File: src/design/nns_pkg.sv
// Shared types and constants for the NV12 nearest-neighbour scaler.
`timescale 1ns / 1ps

package nns_pkg;

  localparam int SIZE_W     = 9;
  localparam int STEP_W     = 25;
  localparam int FRAC_W     = 16;
  localparam int COORD_W    = 8;
  localparam int LADDR_W    = 17;
  localparam int SX_W       = COORD_W + STEP_W - FRAC_W;
  localparam int ADDR_W     = 28;
  localparam int DIV_STEPS  = STEP_W;
  localparam int DIV_CNT_W  = $clog2(DIV_STEPS);
  localparam int IN_DATA_W  = 48;
  localparam int OUT_DATA_W = 24;
  localparam int OUT_USER_W = 2;
  localparam int CFG_IDX_W  = 2;

  localparam logic [SIZE_W-1:0] SIZE_RESET = 9'd256;
  localparam logic [STEP_W-1:0] STEP_RESET = 25'd65537;
  localparam logic [SIZE_W-1:0] ALIGN_MASK = 9'h1F8;

  localparam logic KIND_LOAD  = 1'b0;
  localparam logic KIND_FETCH = 1'b1;

  typedef enum logic [CFG_IDX_W-1:0] {
    REG_SRC_W = 2'd0,
    REG_SRC_H = 2'd1,
    REG_DST_W = 2'd2,
    REG_DST_H = 2'd3
  } reg_idx_t;

  typedef enum logic [1:0] {
    RD_LUMA = 2'd0,
    RD_U    = 2'd1,
    RD_V    = 2'd2
  } rd_sel_t;

  typedef struct packed {
    logic    in_ready;
    logic    cfg_ready;
    logic    mul_en;
    logic    addr_en;
    logic    rd_en;
    rd_sel_t rd_sel;
    logic    cap_luma;
    logic    cap_u;
    logic    cap_v;
    logic    out_load;
    logic    div_init;
    logic    div_horiz;
    logic    div_step;
  } nns_cmd_t;

  typedef struct packed {
    logic div_last;
    logic outside;
    logic chroma;
    logic out_free;
  } nns_status_t;

endpackage

File: src/design/nns_ctrl.sv
// Controller state machine for the NV12 nearest-neighbour scaler.
`timescale 1ns / 1ps

module nns_ctrl (
  input  logic                 clk,
  input  logic                 rst,
  input  logic                 in_valid,
  input  logic                 in_kind,
  input  logic                 cfg_valid,
  input  nns_pkg::nns_status_t status,
  output nns_pkg::nns_cmd_t    cmd
);
  import nns_pkg::*;

  typedef enum logic [3:0] {
    S_IDLE,
    S_MUL,
    S_ADDR,
    S_RD_Y,
    S_RD_U,
    S_RD_V,
    S_CAP_V,
    S_FINISH,
    S_DIV_H_INIT,
    S_DIV_H_RUN,
    S_DIV_V_INIT,
    S_DIV_V_RUN
  } state_t;

  state_t state;
  state_t state_next;

  always_comb begin
    cmd            = '0;
    cmd.rd_sel     = RD_LUMA;
    state_next     = state;
    case (state)
      S_IDLE: begin
        cmd.cfg_ready = 1'b1;
        cmd.in_ready  = !cfg_valid;
        if (cfg_valid) begin
          state_next = S_DIV_H_INIT;
        end else if (in_valid && in_kind == KIND_FETCH) begin
          state_next = S_MUL;
        end
      end
      S_MUL: begin
        cmd.mul_en = 1'b1;
        state_next = S_ADDR;
      end
      S_ADDR: begin
        cmd.addr_en = 1'b1;
        state_next  = status.outside ? S_FINISH : S_RD_Y;
      end
      S_RD_Y: begin
        cmd.rd_en  = 1'b1;
        cmd.rd_sel = RD_LUMA;
        state_next = S_RD_U;
      end
      S_RD_U: begin
        cmd.cap_luma = 1'b1;
        cmd.rd_en    = 1'b1;
        cmd.rd_sel   = RD_U;
        state_next   = status.chroma ? S_RD_V : S_FINISH;
      end
      S_RD_V: begin
        cmd.cap_u  = 1'b1;
        cmd.rd_en  = 1'b1;
        cmd.rd_sel = RD_V;
        state_next = S_CAP_V;
      end
      S_CAP_V: begin
        cmd.cap_v  = 1'b1;
        state_next = S_FINISH;
      end
      S_FINISH: begin
        if (status.out_free) begin
          cmd.out_load = 1'b1;
          state_next   = S_IDLE;
        end
      end
      S_DIV_H_INIT: begin
        cmd.div_init  = 1'b1;
        cmd.div_horiz = 1'b1;
        state_next    = S_DIV_H_RUN;
      end
      S_DIV_H_RUN: begin
        cmd.div_step = 1'b1;
        if (status.div_last) begin
          state_next = S_DIV_V_INIT;
        end
      end
      S_DIV_V_INIT: begin
        cmd.div_init = 1'b1;
        state_next   = S_DIV_V_RUN;
      end
      S_DIV_V_RUN: begin
        cmd.div_step = 1'b1;
        if (status.div_last) begin
          state_next = S_IDLE;
        end
      end
      default: begin
        state_next = S_IDLE;
      end
    endcase
  end

  always_ff @(posedge clk) begin
    if (rst) begin
      state <= S_IDLE;
    end else begin
      state <= state_next;
    end
  end

  a_no_dual_accept: assert property (@(posedge clk) disable iff (rst)
    !(in_valid && cmd.in_ready && cfg_valid && cmd.cfg_ready))
    else $error("input and configuration transactions taken together");

  a_finish_returns: assert property (@(posedge clk) disable iff (rst)
    (state == S_FINISH && status.out_free) |=> state == S_IDLE)
    else $error("result hand-off did not return to idle");

  a_outside_no_read: assert property (@(posedge clk) disable iff (rst)
    (state == S_ADDR && status.outside) |=> state == S_FINISH)
    else $error("flagged pixel went on to read the frame store");

  a_divide_ends: assert property (@(posedge clk) disable iff (rst)
    (state == S_DIV_V_RUN && status.div_last) |=> (state == S_IDLE && cmd.in_ready == !cfg_valid))
    else $error("step recompute did not end in idle");

endmodule

File: config.mk
export PLATFORM = sky130hd
export DESIGN_NAME = nns_ctrl
export DESIGN_NICKNAME = d
export VERILOG_FILES = /design/src/design/nns_pkg.sv /design/src/design/nns_ctrl.sv
export SDC_FILE = /design/constraint.sdc
export NUM_CORES = 1
export LEC_CHECK = 0
export ABC_AREA = 1
export BUFFER_PORTS_ARGS = -buffer_cell sky130_fd_sc_hd__buf_2
export CAP_MARGIN = 10
export CORE_AREA = 3 3 40 42
export CTS_BUF_LIST = sky130_fd_sc_hd__clkbuf_4
export DETAILED_ROUTE_END_ITERATION = 8
export DIE_AREA = 0 0 43 45
export PLACE_DENSITY = 0.57
export SLEW_MARGIN = 10
export SYNTH_ARGS = -nofsm -noshare
export SYNTH_HDL_FRONTEND = slang
export SYNTH_SLANG_ARGS = --single-unit
File: constraint.sdc
create_clock -name clk -period 1.6 [get_ports clk]
set_clock_uncertainty 0.05 [all_clocks]
set_input_delay 0.24 -clock clk [delete_from_list [all_inputs] [get_ports clk]]
set_output_delay 0.24 -clock clk [all_outputs]
set_load 0.02 [all_outputs]
# Word level (Yosys, flattened, before mapping)
# Index checks and enable logic that the tools add are counted.
# totals
out_inout_bits,14
latch_bits,0
inputBits,9
rom_bits,0
memories,0
reg_bits,4
ram_bits,0
wordCells,42
# classes
mux,20
multipliers,0
n_reduce_logical,6
div_mod_pow,0
n_eq_ne,15
n_bitwise,0
addsub,0
magnitude_cmp,0
shift,0
# ops
cell,n
case mux 4 bit (12 select lines),1
2-to-1 mux 4 bit,5
== test 4 x 3 -> 1 bit (second input constant),4
== test 4 bit (second input constant),4
2-to-1 mux 1 bit,10
case mux 3 bit (3 select lines),1
== test 4 x 2 -> 1 bit (second input constant),2
inequality test 2 bit (second input constant),3
== test 4 x 1 -> 1 bit (second input constant),1
zero test 4 bit,1
2-to-1 mux 2 bit,2
AND reduction 4 bit,1
OR reduction 2 bit,2
2-to-1 mux 3 bit,1
inequality test 3 bit (second input constant),1
logical AND 1 bit,1
zero test 1 bit,1

# Longest topological paths before layout
# depth
ltp_word,4
depth_mapped,7
mapped_depth_nobuf,7

# Worst setup path after synthesis
# No wires, ideal clock.
# synth_path
path_type,register -> output
start,reg state[2]
end,out cmd[3] (netlist name)
arrival_time_ns,1.140
slack_ns,0.170
stages_incl_launch_ff,5
cell_sequence,dfxtp_1 -> inv_2 -> nor2_4 -> inv_1 -> nor3_1
# synth_lines
element,line,rtl
"start, declared",nns_ctrl.sv:30,state_t state;
"start signal, assigned",nns_ctrl.sv:113,state <= state_next;
"end, declared",nns_ctrl.sv:11,output nns_pkg::nns_cmd_t cmd

==> impl_metrics.yaml <==
pwr:
  power_mw: 1.107
  seqPwrFrac_pct: 19.5
  power.share.switching_pct: 56.22
  power.density_nw_per_um2: 1993
  pwr-share-comb_pct: 68.9
  p_int_mw: 0.4846
  p_clk_share_pct: 11.6
  p_leak_nw: 0.3266
  ir_drop_uv: 770.7
  power_switching_mw: 0.6224
min_path:
  hold_path_startpoint: "rst"
  holdPathStages: 2
  hold_path_end: "state[1]$_SDFFE_PP0P_"
  hp-class: "in2reg"
timing:
  fin_ws_ps: 130.6
  holdWs_ps: 166.4
  fmax_ghz: 0.6806
  tightest_slew_ps: 254.1
  max_slew_margin_pct: 83.00
  maxSlewViolCount: 0
  post-route-min-period_ps: 1469
  hold_viol_final: 0
  setup_viol: 0
  rsz0062_at_grt: "false"
  tns_ps: 0
  fin_crit_sh_pct: 91.83
setup_path:
  reg2reg_from: "state[0]$_SDFFE_PP0P_"
  arrival_ps: 1180
  end_kind: "output port"
  r2r-end: "state[3]$_SDFFE_PP0P_"
  worstSetupStartpointType: "register"
  crit_type: "reg2out"
  reg2reg_slack_ps: 370
  worstPathRequired_ps: 1310
  reg2regPathDepth: 7
  path_max_fanout: 5
cells_and_area:
  final_net_count: 104
  antenna_cells: 0
  area_delta_synth_final_pct: 37.04
  regMostFlops: "state"
  largest_register_ffs: 4
  drive_gt1_share_pct: 46.24
  fin_area_um2: 555.5
  top_regs: "state: 4 flops"
place:
  dp_slack_ps: 289.4
  portBuffers: 22
  dpl-instance-area_um2: 526.8
  hpwlAfterDp_um: 902.1
  place.gp.congestion: 0.7753
clock_network:
  root_buffer: "clkbuf_4"
  h-tree-depth: 1
  cts.path.max_buffers: 2
  cts_tree: "built"
  cts_sinks: 4
  cts_hold_buf: 0
  clk_pin_slew_ps: 40
  cts_made_buffers: 3
  clk_latency_ps: 240
global_routing:
  grt_use_total_pct: 11.99
  grt-ovfl-total: 0
  antenna_found_initial: 0
  grt_pass1_vias: 430
  grt_max_degree: 7
  grt_pass1_wl_um: 1690
die:
  initial_utilization_pct: 31.55
  coreArea_um2: 1285
  rows: 13
  num_io_pins: 23
  die_width_um: 43
  die-height_um: 45
  die_area_um2: 1935
synth:
  syn_avg_cell_area_um2: 5.875
  synth_top_area_cell: "dfxtp_1"
  synth_area_leaders: "dfxtp_1, nand2_1, inv_1"
  synth-seq-cells: 4
  syn_nets: 78
  ys_seq_area_share_pct: 19.75
  synth_area_um2: 405.4
  synth_cell_types: 19
  synthCells: 69
  yosysTopAreaCellShare_pct: 19.75
  synth_warnings: 0
drt:
  routed_via_density: 4.481
  drt.antenna.violating_nets: 0
  num_vias: 484
  firstDrtPassIters: 4
  drt_iter0_drc: 10
  wl_per_cell_um: 9.944
  drt-total-wl_um: 1074
  drc_errors: 0
run:
  drv_cap: 0
status:
  status: "finished, final reports clean"
-- power by group through the flow --
stage	Combinational [mW]	Clock [mW]	Sequential (mW)
after CTS	0.766	0.135	0.208
after floorplan	0.578	0	0.199
final	0.763	0.128	0.216
after global routing	0.849	0.142	0.223
after detailed placement	0.764	0	0.210
after global placement	0.767	0	0.208
-- cell usage after synthesis --
cell	number
a21oi_1	2
a21oi_2	2
a41oi_1	1
buf_4	1
dfxtp_1	4
inv_1	11
inv_2	3
nand2_1	16
nand2_2	3
nand3_1	3
nand3_2	3
nand4_1	1
nor2_1	10
nor2_2	2
nor2_4	2
nor2b_1	1
nor3_1	1
o21ai_0	2
o21ai_1	1
-- placed cells by master, fill, tap and decap left out, types with 3 or more instances in the layout --
| cell type | synthesis | layout |
|---|---|---|
| buf_2 | 0 | 22 |
| nor2_1 | 10 | 10 |
| inv_2 | 3 | 3 |
| nand3_1 | 3 | 3 |
| nand2_2 | 3 | 3 |
| nand3_2 | 3 | 3 |
| clkbuf_4 | 0 | 3 |
| inv_1 | 11 | 11 |
| nand2_1 | 16 | 16 |
-- cell type report --
type | count | area, um^2
repair buffers | 22 | 110.1
flip-flops and latches | 4 | 86.33
multi-input cells | 50 | 265.3
well taps | 15 | 18.77
inverters | 14 | 52.55
clock buffers | 3 | 22.52
fillers | 145 | 729.5
-- worst max-delay path by stage --
stage                               start  endpoint  slack, ps  cells past startpoint
detailed placement  state[2]$_SDFFE_PP0P_    cmd[3]        290                      5
global route        state[0]$_SDFFE_PP0P_    cmd[9]          4                      5
finish              state[0]$_SDFFE_PP0P_    cmd[9]        130                      5
global placement    state[2]$_SDFFE_PP0P_    cmd[3]        310                      5
floorplan           state[2]$_SDFFE_PP0P_    cmd[3]        170                      4
CTS                 state[2]$_SDFFE_PP0P_    cmd[3]         30                      5
-- metrics by stage --
step	util [%]	std cells
2_1_floorplan	-	69
3_3_place_gp	40.99	105
3_5_place_dp	40.99	105
4_1_cts	42.75	108
5_1_grt	43.23	108
6_report	43.23	108
-- cells by family (layout without fill, tap and decap cells) --
group	Yosys count	count (layout)	synth area share, %
flip-flops	4	4	19.75
buffers and inverters	15	39	14.82
AO/OA/AOI/OAI	8	8	12.65
AND/OR/NAND/NOR	42	42	52.78
-- worst max-delay path, cell delays in order (launching register included) --
cell,delay [ps]
dfxtp_1,400
nand2_1,140
inv_1,120
nand2_1,70
nand2_1,70
buf_2,150
-- routing by layer --
metal / vias to the layer above / GRT usage [%] / part of all wire (%)
met5: - / 0 / 0
met4: 0 / 9.036 / 1.6
met3: 2 / 1.594 / 6.8
met2: 14 / 20.36 / 49
met1: 207 / 13.73 / 43
li1: 261 / - / -
-- timing repair --
item,CTS,global route
gates resized for setup,0,4
setup buffers,0,0
endpoints found under the hold margin,0,0
endpoints found under the setup margin,0,4
No activity file was read; power rests on OpenSTA's default activity.
